### config.mk
export PLATFORM = sky130hd
export DESIGN_NAME = ptpi_ctrl
export DESIGN_NICKNAME = d
export VERILOG_FILES = /design/src/rtl/core/planar_twist_pose_integrator_assert.svh /design/src/rtl/core/ptpi_pkg.sv /design/src/rtl/core/ptpi_ctrl.sv
export SDC_FILE = /design/constraint.sdc
export NUM_CORES = 1
export LEC_CHECK = 0
export ABC_AREA = 1
export BUFFER_PORTS_ARGS = -buffer_cell sky130_fd_sc_hd__buf_2
export CAP_MARGIN = 20
export CORE_MARGIN = 5
export CORE_UTILIZATION = 46
export CTS_CLUSTER_SIZE = 24
export DETAILED_ROUTE_END_ITERATION = 12
export PLACE_DENSITY = 0.85
export REMOVE_ABC_BUFFERS = 1
export SYNTH_ARGS = -nofsm -noshare
export SYNTH_HDL_FRONTEND = slang
export SYNTH_SLANG_ARGS = --single-unit
### constraint.sdc
create_clock -name clock -period 1.2 [get_ports clock]
set_input_delay 0.06 -clock clock [delete_from_list [all_inputs] [get_ports clock]]
set_output_delay 0.06 -clock clock [all_outputs]
set_load 0.005 [all_outputs]
### src/rtl/core/planar_twist_pose_integrator_assert.svh
// Assertion macros for the planar twist pose integrator.
// Used by the top level only; needs clock and reset in scope.
`ifndef PLANAR_TWIST_POSE_INTEGRATOR_ASSERT_SVH
`define PLANAR_TWIST_POSE_INTEGRATOR_ASSERT_SVH
// implication checked on every clock edge outside reset
`define PTPI_ASSERT(lbl, prop, msg) \
   lbl: assert property (@(posedge clock) disable iff (reset) (prop)) else $error(msg);
// implication checked on every edge, reset included
`define PTPI_ASSERT_ALWAYS(lbl, prop, msg) \
   lbl: assert property (@(posedge clock) (prop)) else $error(msg);
`endif

### src/rtl/core/ptpi_pkg.sv
// Package for the planar twist pose integrator: widths, constants, codes.
// No dependencies.
`timescale 1ns / 1ps
package ptpi_pkg;
   localparam int CordicSteps  = 24;
   localparam int PosFracBits  = 16;
   localparam int RateW        = 31;
   localparam int ThrW         = 29;
   localparam int VelW         = 32;
   localparam int AccW         = 36;  // CORDIC accumulator, Q1.30 plus headroom
   localparam int NumW         = 68;  // numerator of the displacement division
   localparam int DenW         = 33;
   localparam int QuoW         = NumW;

   localparam logic [ThrW-1:0]  ThrReset    = ThrW'(268);
   localparam logic signed [AccW-1:0] OneQ30     = AccW'(64'sd1073741824);
   localparam logic signed [AccW-1:0] HalfPiQ30  = AccW'(64'sd1686629713);
   localparam logic signed [AccW-1:0] PiQ30      = AccW'(64'sd3373259426);
   localparam logic signed [AccW-1:0] GainQ30    = AccW'(64'sd652032874);
   localparam logic signed [33:0] PiQ28          = 34'sd843314857;
   localparam logic signed [33:0] TwoPiQ28       = 34'sd1686629713;
   localparam logic signed [33:0] DispLimit      = 34'sd4294967295;

   // controller commands
   typedef struct packed {
      logic load;       // latch input transaction
      logic cor_start;  // initialise CORDIC with angle select
      logic cor_sel;    // 0: rate, 1: new heading
      logic cor_step;
      logic num_x;      // numerator products, one per step
      logic num_y;
      logic num_c;
      logic num_d;
      logic div_start;
      logic div_step;
      logic div_sel;    // 0: dx, 1: dy
      logic div_done;   // store quotient
      logic rot_a;      // rotation product steps
      logic rot_b;
      logic rot_c;
      logic rot_d;
      logic pos_upd;
      logic pose_trig;  // store new cos/sin
      logic out_load;
   } cmd_type;

   typedef struct packed {
      logic turning;
   } sts_type;

   function automatic logic signed [AccW-1:0] atan_q30(input int i);
      logic signed [AccW-1:0] r;
      case (i)
         0: r = 36'sd843314857;  1: r = 36'sd497837829;  2: r = 36'sd263043837;
         3: r = 36'sd133525159;  4: r = 36'sd67021687;   5: r = 36'sd33543516;
         6: r = 36'sd16775851;   7: r = 36'sd8388437;    8: r = 36'sd4194283;
         9: r = 36'sd2097149;
         default: r = (i < 31) ? (AccW'(36'sd1) <<< (30 - i)) : '0;
      endcase
      return r;
   endfunction
endpackage

### src/rtl/core/ptpi_ctrl.sv
// Controller state machine sequencing the datapath per transaction.
// Depends on ptpi_pkg.
`timescale 1ns / 1ps
module ptpi_ctrl #(
   parameter int CORDIC_STEPS = ptpi_pkg::CordicSteps
) (
   input  logic clock,
   input  logic reset,
   input  logic in_valid,
   output logic in_ready,
   output logic out_valid,
   input  logic out_ready,
   input  ptpi_pkg::sts_type sts,
   output ptpi_pkg::cmd_type cmd,
   output logic [4:0] step
);
   localparam logic [4:0] S_IDLE = 5'd0, S_C1S = 5'd1, S_C1 = 5'd2, S_NX = 5'd3,
      S_NY = 5'd4, S_NC = 5'd5, S_ND = 5'd6, S_DVS = 5'd7, S_DV = 5'd8, S_DVE = 5'd9,
      S_RA = 5'd10, S_RB = 5'd11, S_RC = 5'd12, S_RD = 5'd13, S_POS = 5'd14,
      S_C2 = 5'd15, S_OUT = 5'd16;
   localparam int DivSteps = ptpi_pkg::NumW;

   logic [4:0] state_ff, state_in;
   logic [6:0] cnt_ff, cnt_in;
   logic dsel_ff, dsel_in, ov_ff, ov_in;

   assign step = cnt_ff[4:0];
   // the result register holds a finished transaction, so the core may start the next
   assign in_ready = (state_ff == S_IDLE);
   assign out_valid = ov_ff;

   always_comb begin
      cmd = '0;
      state_in = state_ff; cnt_in = cnt_ff; dsel_in = dsel_ff;
      ov_in = ov_ff && !out_ready;
      cmd.div_sel = dsel_ff;
      unique case (state_ff)
         S_IDLE: if (in_valid && in_ready) begin
            cmd.load = 1'b1; state_in = S_C1S;
         end
         S_C1S: begin
            if (sts.turning) begin
               cmd.cor_start = 1'b1; cnt_in = '0; state_in = S_C1;
            end else state_in = S_RA;
         end
         S_C1: begin
            cmd.cor_step = 1'b1; cnt_in = cnt_ff + 7'd1;
            if (cnt_ff == 7'(CORDIC_STEPS - 1)) state_in = S_NX;
         end
         S_NX: begin cmd.num_x = 1'b1; state_in = S_NY; end
         S_NY: begin cmd.num_y = 1'b1; state_in = S_NC; end
         S_NC: begin cmd.num_c = 1'b1; state_in = S_ND; end
         S_ND: begin cmd.num_d = 1'b1; dsel_in = 1'b0; state_in = S_DVS; end
         S_DVS: begin cmd.div_start = 1'b1; cnt_in = '0; state_in = S_DV; end
         S_DV: begin
            cmd.div_step = 1'b1; cnt_in = cnt_ff + 7'd1;
            if (cnt_ff == 7'(DivSteps - 1)) state_in = S_DVE;
         end
         S_DVE: begin
            cmd.div_done = 1'b1;
            if (dsel_ff) state_in = S_RA;
            else begin dsel_in = 1'b1; state_in = S_DVS; end
         end
         S_RA: begin cmd.rot_a = 1'b1; state_in = S_RB; end
         S_RB: begin cmd.rot_b = 1'b1; state_in = S_RC; end
         S_RC: begin cmd.rot_c = 1'b1; state_in = S_RD; end
         S_RD: begin cmd.rot_d = 1'b1; state_in = S_POS; end
         S_POS: begin
            cmd.pos_upd = 1'b1;
            if (sts.turning) begin
               cmd.cor_start = 1'b1; cmd.cor_sel = 1'b1; cnt_in = '0; state_in = S_C2;
            end else state_in = S_OUT;
         end
         S_C2: begin
            cmd.cor_step = 1'b1; cnt_in = cnt_ff + 7'd1;
            if (cnt_ff == 7'(CORDIC_STEPS - 1)) begin
               state_in = S_OUT;
            end
         end
         S_OUT: begin
            if (!ov_ff || out_ready) begin
               cmd.pose_trig = sts.turning; cmd.out_load = 1'b1;
               ov_in = 1'b1; state_in = S_IDLE;
            end
         end
         default: state_in = S_IDLE;
      endcase
   end

   always_ff @(posedge clock) begin
      if (reset) begin
         state_ff <= S_IDLE; cnt_ff <= '0; dsel_ff <= 1'b0; ov_ff <= 1'b0;
      end else begin
         state_ff <= state_in; cnt_ff <= cnt_in; dsel_ff <= dsel_in; ov_ff <= ov_in;
      end
   end
endmodule
==> results of run 1 <==
## stage by stage
step	area (sq um)	hold slack, ns	setup WS [ns]
after floorplan	1060	0.129	-0.128
after global placement	1540	0.343	-0.260
after detailed placement	1540	0.343	-0.245
after CTS	1920	0.0286	-0.224
## synthesized netlist by cell type (all sizes together)
library cell / instances
xor2: 1
nor2: 56
nand3: 20
nand3b: 2
a21oi: 10
inv: 34
ha: 1
dfxtp: 14
or2: 1
nand2: 43
o21ai: 1
nand4: 1
buf: 7
nor3: 4
## kinds of logic after synthesis
logic type      share of synthesized area, %
flops                                   25.2
fa+ha+maj                               1.13
simple gates                            51.7
buf+inv                                 16.2
compound gates                          4.95
xor+xnor                               0.788
## timing repair
action	CTS
hold buffers	0
endpoints found under the hold margin	0
setup endpoints to repair	32
resized for setup	81
setup buffers	12
pin swaps	23
gates cloned	0
==> key figures, run 1 <==
Placed design
  • Placed Cells: approximately 290
  • Gp weighted congestion: roughly 0.97
  • HPWL after detailed placement: 2480 microns
  • Buffers added on ports: 30

Die
  • I/O pin cnt: 31
  • Die span in x: 59.1 microns
  • Num rows: 17
  • Die H: approximately 60 microns
  • Initial Util: between 40% and 50%

Logic synthesis
  • Sequential area share after synthesis: 25.2%
  • Syn_area_per_cell: 5.70 sq um
  • Post-synth top area share: between 20% and 30%
  • Top cells by area, synth: dfxtp_1 25%, nor2_1 17%, nand2_1 14%, inv_1 9.8%, nand3_1 7.2%
  • Yosys reg bits: 14
  • Leading area contributor after synthesis: dfxtp_1
  • Synth warn: 0
  • Netlist cell types: 20
  • Area of the mapped netlist: 1110 sq um
  • Cells after Synth: ~200

Run status
  • Failed at: 5_1_grt
  • First error: [ERROR DPL-0033] detailed placement checks failed during check placement.
  • Status: stopped before the end

Global routing
  • Pin count of the biggest net entering global routing: 9
  • Initial antenna violation count: 0

Clock network
  • H-Tree Level Count: 1
  • CTS sink count: 14
  • Clock root cell: clkbuf_4
  • CTS Buf Count: 3
  • CTS max path bufs: 2

STA
  • Worst_ep grt: state_ff[3]$_SDFFE_PP0P_/D
  • WEP type: register data pin
==> inputs of run 2 (changes only) <==
Settings changed: CORE_AREA set to 5 5 66 68, CORE_MARGIN 5 to unset, CORE_UTILIZATION 46 to unset, CTS_CLUSTER_SIZE 24 to unset, DIE_AREA set to 0 0 71 73, PLACE_DENSITY 0.85 to unset, PLACE_DENSITY_LB_ADDON set to 0.15.
Clock period 1.2 ns to 1.6 ns, I/O delays scaled along.
==> key figures, run 2 <==
Critical path
  • Setup crit start: state_ff[2]
  • Reg-to-reg endpoint: state_ff[0]
  • Worst setup path category: reg -> out
  • Startpoint Class: flop
  • CP arrival: around 1.4 ns
  • CP max-delay cell: dfxtp_1
  • Req. time, crit path: approximately 1.5 ns
  • R2R depth: 8
  • CP max FO: 4
  • Slowest cell delay on critical path: roughly 0.34 ns
  • R2r startpoint: state_ff[2]
  • CP endpoint kind: output pin
  • Reg-to-reg slack, setup: 0.16 ns
  • Worst path cell trace: nor2_1 -> nand3_1 -> nor3_1 -> buf_2
  • Setup crit end: cmd[1]

Clock network
  • CTS max path bufs: 2
  • CTS sink count: 14
  • Post-CTS Repair Setup Buffers: 0
  • CTS Hold Bufs: 0
  • Clk_lat worst skew: 0.25 ns
  • Post-cts resize count: 0
  • CTS tree: yes
  • Clock transition at the registers of the reported paths: approximately 0.070 ns
  • H-Tree Level Count: 1
  • CTS Buf Count: 3
  • Clock root cell: clkbuf_8

STA
  • RSZ-0062 raised after global routing: yes
  • Final min period: 1.51 ns
  • Final setup fails: 0
  • Clock skew: ~0.0074 ns
  • Fin crit share: between 90% and 100%
  • Achievable clock frequency: between 0.6 and 0.7 GHz
  • Final Slew Violations: 0
  • Endpoints failing hold: 0
  • Slew HR: approximately four fifths
  • Slew @ Worst Pin: between 0.2 and 0.3 ns

Final layout
  • Max reg flops: 7
  • Highest-count cells in the layout ignoring fill and taps: 50 x nor2_1, 42 x nand2_1, 30 x buf_2
  • Layout cells sized above 1: between 20% and 30%
  • Fin cells: 274
  • Antenna cells: 0
  • Commonest non-fill, non-tap cell in the layout: nor2_1
  • Top reg by flops: cnt_ff
  • # fillers: approximately 450
  • Area growth, synth to finish: 22.9%
  • Final Net Count: approximately 230
  • Biggest regs: cnt_ff (7), state_ff (5)

Run
  • Max Cap Viol: 0

Die
  • Core box area: 3800 sq um
  • Initial Util: between 20% and 30%
  • Num rows: 23
  • Die H: between 70 and 80 microns
  • I/O pin cnt: 31
  • Die area: approximately 5200 sq um
  • Die span in x: 71 microns

Logic synthesis
  • Commonest cells in the netlist: 50 x nor2_1, 42 x nand2_1, 29 x inv_1
  • Syn_area_per_cell: 5.70 sq um
  • Synth warn: 0
  • Top cells by area, synth: dfxtp_1 25%, nor2_1 17%, nand2_1 14%, inv_1 9.8%, nand3_1 7.2%
  • Number of enable flip-flop cells after synthesis: 0
  • Sequential area share after synthesis: roughly 25%
  • Area of the mapped netlist: between 1000 and 1500 sq um
  • Leading area contributor after synthesis: dfxtp_1
  • Netlist cell types: 20
  • Cells after Synth: around 200
  • Main synth FF type: dfxtp_1
  • Cell with the most instances after synthesis: nor2_1
  • Post-synth top area share: between 20% and 30%
  • Yosys reg bits: 14
  • FFs w/ async S/R, synth: 0%

Pwr
  • Worst vdd ir: approximately 600 uV
  • Leakage power: between 0.7 and 0.8 nW
  • Total power: roughly 2.1 mW
  • Power Density: 1530 nW/um^2

Hold path
  • Hold crit path type: in -> reg

Placed design
  • HPWL after detailed placement: approximately 2400 microns
  • Placed Cells: 270
  • Gp weighted congestion: approximately 0.78
  • Buffers added on ports: 30

Global routing
  • GR Util met3: 3.44%
  • Most Used Layer, Global Route: met2
  • Total track usage: about an eighth
  • Pin count of the biggest net entering global routing: 10
  • Met2 Use GR: 19.8%
  • Grt met1 use: between 10% and 20%
  • Initial antenna violation count: 0
  • Number of global-route vias before repair: ~1100
  • Global-route wire length before repair: approximately 5200 microns
  • Grt total ovfl: 0

Drt
  • DR iter-0 viols: 99
  • Post-DR wirelength/cell: 11.0 microns
  • Via-per-instance ratio: between 4 and 5
  • Detail Route Antenna Nets: 0
  • Routed vias: 1171
  • First-pass DRT Iterations: 4
  • DRC: 0
  • Drt total wl: ~3000 microns

Run status
  • Status: completed
==> run 2: cell counts after synthesis <==
No cell type changed its count.
==> run 2: power by group <==
group / switching [mW] / leakage (nW) / total [mW] / internal [mW]
Sequential: 0.106 / 0.115 / 0.547 / 0.441
Combinational: 0.760 / 0.633 / 1.18 / 0.418
Clock: 0.148 / 0.0288 / 0.366 / 0.218
==> run 2: final cells by class <==
cell class                 count  area (sq um)  share of cell area (%)
clock buffer                   4          55.1                    4.03
inverter                      34           130                    9.53
multi-input combinational    140           668                    48.9
sequential                    14           284                    20.8
tap                           50          62.6                    4.58
timing repair buffer          32           165                    12.1
==> run 2: worst min-delay path by stage <==
| stage | startpoint | endpoint | slack (ns) | depth (start not counted) |
|---|---|---|---|---|
| floorplan | reset | cnt_ff[2] | 0.15 | 1 |
| global placement | reset | state_ff[2] | 0.38 | 2 |
| CTS | reset | cnt_ff[2] | 0.11 | 2 |
| global route | reset | cnt_ff[2] | 0.10 | 2 |
| detailed placement | reset | cnt_ff[2] | 0.37 | 2 |
| finish | reset | out_valid | 0.1 | 2 |
==> run 2: routing by layer <==
layer,share of wire (%),up-vias
met5,0,-
met4,1.1,0
met3,4.9,4
met2,44,24
met1,50,498
li1,-,645
==> run 2: cell families after synthesis <==
| family | count (synthesis) | share of synthesized area (%) |
|---|---|---|
| AND/OR/NAND/NOR | 127 | 51.7 |
| buffers and inverters | 41 | 16.2 |
| flip-flops | 14 | 25.2 |
| XOR/XNOR | 1 | 0.788 |
| adder cells (fa/ha/maj) | 1 | 1.13 |
| AO/OA/AOI/OAI | 11 | 4.95 |
==> run 2: critical path, delay by kind of cell (launching register included) <==
| family | cells | cell delay [ns] |
|---|---|---|
| buf+inv | 1 | 0.14 |
| flops | 1 | 0.34 |
| simple gates | 3 | 0.71 |
==> run 2: per-stage QoR <==
step           hold WS (ns)  instance area, sq um  setup slack (ns)  TNS [ns]  util (%)
2_1_floorplan         0.149                  1060             0.272         0         -
3_3_place_gp          0.377                  1290            0.0809         0      33.9
3_5_place_dp          0.373                  1290            0.0994         0      33.9
4_1_cts               0.106                  1340            0.0185         0      35.3
5_1_grt               0.103                  1370           -0.0251   -0.0251      35.9
6_report             0.0981                  1370            0.0895         0      35.9
No activity file was read; power rests on OpenSTA's default activity.
==> inputs of run 3 (changes only) <==
Clock period 1.6 ns to 1.8 ns, I/O delays scaled along.
==> key figures, run 3 (synthesized netlist as in run 2, its figures left out) <==
Final layout
  • Biggest regs: cnt_ff (7), state_ff (5)
  • Max reg flops: 7
  • Highest-count cells in the layout ignoring fill and taps: 50 x nor2_1, 42 x nand2_1, 30 x buf_2
  • Final Net Count: 229
  • Layout cells sized above 1: 23.0%
  • Area growth, synth to finish: 19.4%
  • Top reg by flops: cnt_ff
  • Antenna cells: 0
  • Commonest non-fill, non-tap cell in the layout: nor2_1
  • Fin cells: between 200 and 300
  • Final core occ: around a third

Placed design
  • Dpl ws: between 0.2 and 0.3 ns
  • Buffers added on ports: 30
  • HPWL after detailed placement: 2400 microns
  • Gp weighted congestion: between 0.7 and 0.8
  • Placed Cells: 268

Pwr
  • Net switching share of the total power: around 48%
  • Clk pwr share: between 15 and 20%
  • Power Density: roughly 1400 nW/um^2
  • Total power: 1.80 mW
  • Sequential share of power: 26.2%
  • P_int: between 0.9 and 1 mW
  • Worst vdd ir: 394 uV
  • Sw power: slightly below 0.9 mW
  • Leakage power: ~0.76 nW
  • Gate power share: a little under three fifths

Drt
  • Drt total wl: a little under 3000 microns
  • DRC: 0
  • Via-per-instance ratio: 4.33
  • Routed vias: around 1200
  • DR iter-0 viols: 68
  • Detail Route Antenna Nets: 0
  • Post-DR wirelength/cell: roughly 11 microns
  • First-pass DRT Iterations: 4

STA
  • Final TNS setup: 0 ns
  • Endpoints failing hold: 0
  • Final min period: about 1.6 ns
  • Post-route worst setup slack: 0.231 ns
  • Slew @ Worst Pin: approximately 0.30 ns
  • RSZ-0062 raised after global routing: no
  • Fin crit share: a little under 90%
  • Final setup fails: 0
  • Final Slew Violations: 0
  • Achievable clock frequency: around 0.64 GHz
  • Slew HR: between 80% and 90%
  • Clock skew: around 0.0057 ns

Critical path
  • Slowest cell delay on critical path: about 0.33 ns
  • Worst path cell trace: inv_2 -> nand2_1 -> nor2_1 -> nand2_1 -> nand2_1 -> nand2_2 -> inv_1 -> buf_2
  • WP buf/inv: 3
  • Req. time, crit path: roughly 1.7 ns
  • CP max-delay cell: dfxtp_1
  • Worst setup path category: reg -> out
  • CP delay by family, top: simple AND/OR/NAND/NOR gates
  • CP max FO: 9
  • CP arrival: about 1.5 ns
  • CP most frequent cell: nand2_1
  • Startpoint Class: flop
  • CP endpoint kind: output pin

Die
  • Num rows: 23
  • Core box area: 3800 sq um
  • Die span in x: ~71 microns
  • Die H: between 70 and 80 microns
  • I/O pin cnt: 31
  • Die area: slightly above 5000 sq um
  • Initial Util: 29.2%

Clock network
  • H-Tree Level Count: 1
  • CTS Buf Count: 3
  • Clock transition at the registers of the reported paths: 0.07 ns
  • CTS max path bufs: 2
  • Post-CTS Repair Setup Buffers: 0
  • CTS tree: yes
  • CTS Hold Bufs: 0
  • Clock root cell: clkbuf_8
  • CTS sink count: 14
  • Post-cts resize count: 0
  • Clk_lat worst skew: roughly 0.25 ns

Run
  • Max Cap Viol: 0

Global routing
  • Grt total ovfl: 0
  • Number of global-route vias before repair: 1172
  • Initial antenna violation count: 0
  • Total track usage: between 10% and 20%
  • Global-route wire length before repair: ~5200 microns
  • Pin count of the biggest net entering global routing: 10

Run status
  • Status: completed

Hold path
  • Hold crit path type: in -> reg
[run 3: layout make-up]
class	instances	area [sq um]
sequential	14	280
inverter	34	128
clock buffer	4	55.1
multi-input combinational	140	651
fill	460	2470
timing repair buffer	30	150
tap	50	62.6
[run 3: worst register-to-register path, delay by kind of cell (launching register included)]
kind                     cells  cell delay, ns
AO/OA/AOI/OAI                1            0.10
buffers and inverters        1            0.07
AND/OR/NAND/NOR              6            0.64
adder cells (fa/ha/maj)      1            0.24
flip-flops                   1            0.39
[run 3: path summary, 6_finish.rpt]
check                    from           to  slack [ns]  cells past startpoint
setup reg to reg    cnt_ff[0]  state_ff[3]        0.30                      9
setup / recovery  state_ff[4]      cmd[17]        0.23                      8
hold reg to reg     cnt_ff[4]    cnt_ff[4]        0.52                      2
hold / removal          reset    cnt_ff[2]        0.11                      2
[run 3: per-layer routing]
layer | part of all wire [%] | up-vias | track usage [%]
met2 | 44 | 24 | 19.9
met1 | 49 | 508 | 16.0
li1 | - | 642 | -
met5 | 0 | - | 0
met3 | 5.7 | 5 | 2.48
met4 | 1.4 | 0 | 4.38
[run 3: power groups by stage]
stage / registers, mW / clock network [mW] / logic, mW
6_report: 0.471 / 0.323 / 1.00
5_1_grt: 0.485 / 0.346 / 1.17
4_1_cts: 0.472 / 0.332 / 1.02
3_5_place_dp: 0.478 / 0 / 1.01
3_3_place_gp: 0.481 / 0 / 1.03
2_1_floorplan: 0.463 / 0 / 0.754
[run 3: stage by stage]
step | area [sq um] | hold slack [ns]
2_1_floorplan | 1060 | 0.159
3_3_place_gp | 1270 | 0.388
3_5_place_dp | 1270 | 0.383
4_1_cts | 1330 | 0.111
5_1_grt | 1330 | 0.119
6_report | 1330 | 0.105
==> inputs of run 4 (changes only) <==
Settings changed: CORE_AREA 5 5 66 68 to unset, CORE_MARGIN set to 5, CORE_UTILIZATION set to 30, CTS_CLUSTER_SIZE set to 12, DIE_AREA 0 0 71 73 to unset.
==> key figures, run 4 (synthesized netlist as in run 2, its figures left out) <==
Clock network
  • H-Tree Level Count: 1
  • Clock transition at the registers of the reported paths: 0.06 ns
  • CTS max path bufs: 2
  • Clock root cell: clkbuf_8
  • Post-CTS Repair Setup Buffers: 0
  • CTS Hold Bufs: 0
  • Post-cts resize count: 0
  • CTS Buf Count: 3
  • Clk_lat worst skew: between 0.2 and 0.3 ns
  • CTS tree: yes
  • CTS sink count: 14

STA
  • Final setup fails: 0
  • Endpoints failing hold: 0
  • Final min period: approximately 1.6 ns
  • Achievable clock frequency: around 0.63 GHz
  • Final TNS setup: 0 ns
  • Slew @ Worst Pin: 0.294 ns
  • RSZ-0062 raised after global routing: no
  • Clock skew: between 0.0003 and 0.0004 ns
  • Fin crit share: ~90%
  • Final Slew Violations: 0
  • Post-route worst setup slack: just over 0.2 ns
  • Slew HR: 80.3%

Final layout
  • Antenna cells: 0
  • # fillers: 437
  • Biggest regs: cnt_ff (7), state_ff (5)
  • Layout cells sized above 1: 23.0%
  • Max reg flops: 7
  • Top reg by flops: cnt_ff
  • Final Net Count: roughly 230
  • Final core occ: between 30% and 40%
  • Commonest non-fill, non-tap cell in the layout: nor2_1
  • Area growth, synth to finish: 19.1%
  • Highest-count cells in the layout ignoring fill and taps: 50 x nor2_1, 42 x nand2_1, 30 x buf_2

Critical path
  • CP arrival: approximately 1.5 ns
  • CP max FO: 8
  • Req. time, crit path: roughly 1.7 ns
  • Startpoint Class: flop
  • CP endpoint kind: output pin
  • Worst setup path category: reg -> out

Drt
  • Via-per-instance ratio: 4.33
  • Routed vias: approximately 1200
  • Post-DR wirelength/cell: roughly 11 microns
  • First-pass DRT Iterations: 4
  • DRC: 0
  • Drt total wl: 2940 microns
  • Detail Route Antenna Nets: 0
  • DR iter-0 viols: 71

Pwr
  • Total power: 1.79 mW
  • Power Density: around 1400 nW/um^2
  • Leakage power: about 0.76 nW
  • Worst vdd ir: between 300 and 400 uV

Placed design
  • HPWL after detailed placement: 2430 microns
  • Dpl ws: roughly 0.29 ns
  • Gp weighted congestion: around 0.81
  • Buffers added on ports: 30

Global routing
  • Global-route wire length before repair: ~5000 microns
  • Total track usage: 12.2%
  • Number of global-route vias before repair: ~1000
  • Pin count of the biggest net entering global routing: 10
  • Initial antenna violation count: 0
  • Grt total ovfl: 0

Die
  • Die H: roughly 71 microns
  • I/O pin cnt: 31
  • Num rows: 22
  • Die span in x: between 70 and 80 microns
  • Die area: 5020 sq um
  • Initial Util: 30.6%
  • Core box area: between 3000 and 4000 sq um

Hold path
  • Hold crit path type: in -> reg

Run status
  • Status: completed

Run
  • Max Cap Viol: 0
==> run 4: final timing paths <==
path	slack, ns	to	from	cells past startpoint
min	0.14	out_valid	out_ready	3
max reg2reg	0.30	state_ff[3]	cnt_ff[0]	8
max	0.20	cmd[17]	state_ff[2]	6
min reg2reg	0.50	cnt_ff[4]	cnt_ff[4]	2
==> run 4: final cells by class <==
cell class	count	area, sq um	share of cell area [%]
clock buffers	4	55.1	4.16
inverters	34	128	9.64
multi-input cells	140	651	49.1
flip-flops and latches	14	280	21.2
well taps	48	60.1	4.54
repair buffers	30	150	11.3
==> run 4: worst max-delay path, cell delays in order (launching register included) <==
cell and delay (ns):
dfxtp_1 0.33, nor2_1 0.27, nand4_1 0.17, nand2_1 0.11
nand2_2 0.13, inv_1 0.12, buf_2 0.12
==> run 4: where the power goes <==
group	internal, mW	switching, mW
combinational	0.351	0.657
clock	0.194	0.117
sequential	0.387	0.0832
==> run 4: metrics by stage <==
| step | std cells | hold WS [ns] | instance area (sq um) |
|---|---|---|---|
| 5_1_grt | 270 | 0.146 | 1320 |
| 2_1_floorplan | 188 | 0.159 | 1060 |
| 4_1_cts | 270 | 0.134 | 1320 |
| 3_3_place_gp | 266 | 0.399 | 1270 |
| 6_report | 270 | 0.141 | 1320 |
| 3_5_place_dp | 266 | 0.402 | 1270 |
==> run 4: routing by layer <==
metal  vias to the layer above  GRT usage [%]  wire [microns]
li1                        644              -               -
met1                       499           16.2            1470
met2                        25           19.6            1310
met3                         2           3.69             152
met4                         0           2.51              10
met5                         -              0               0
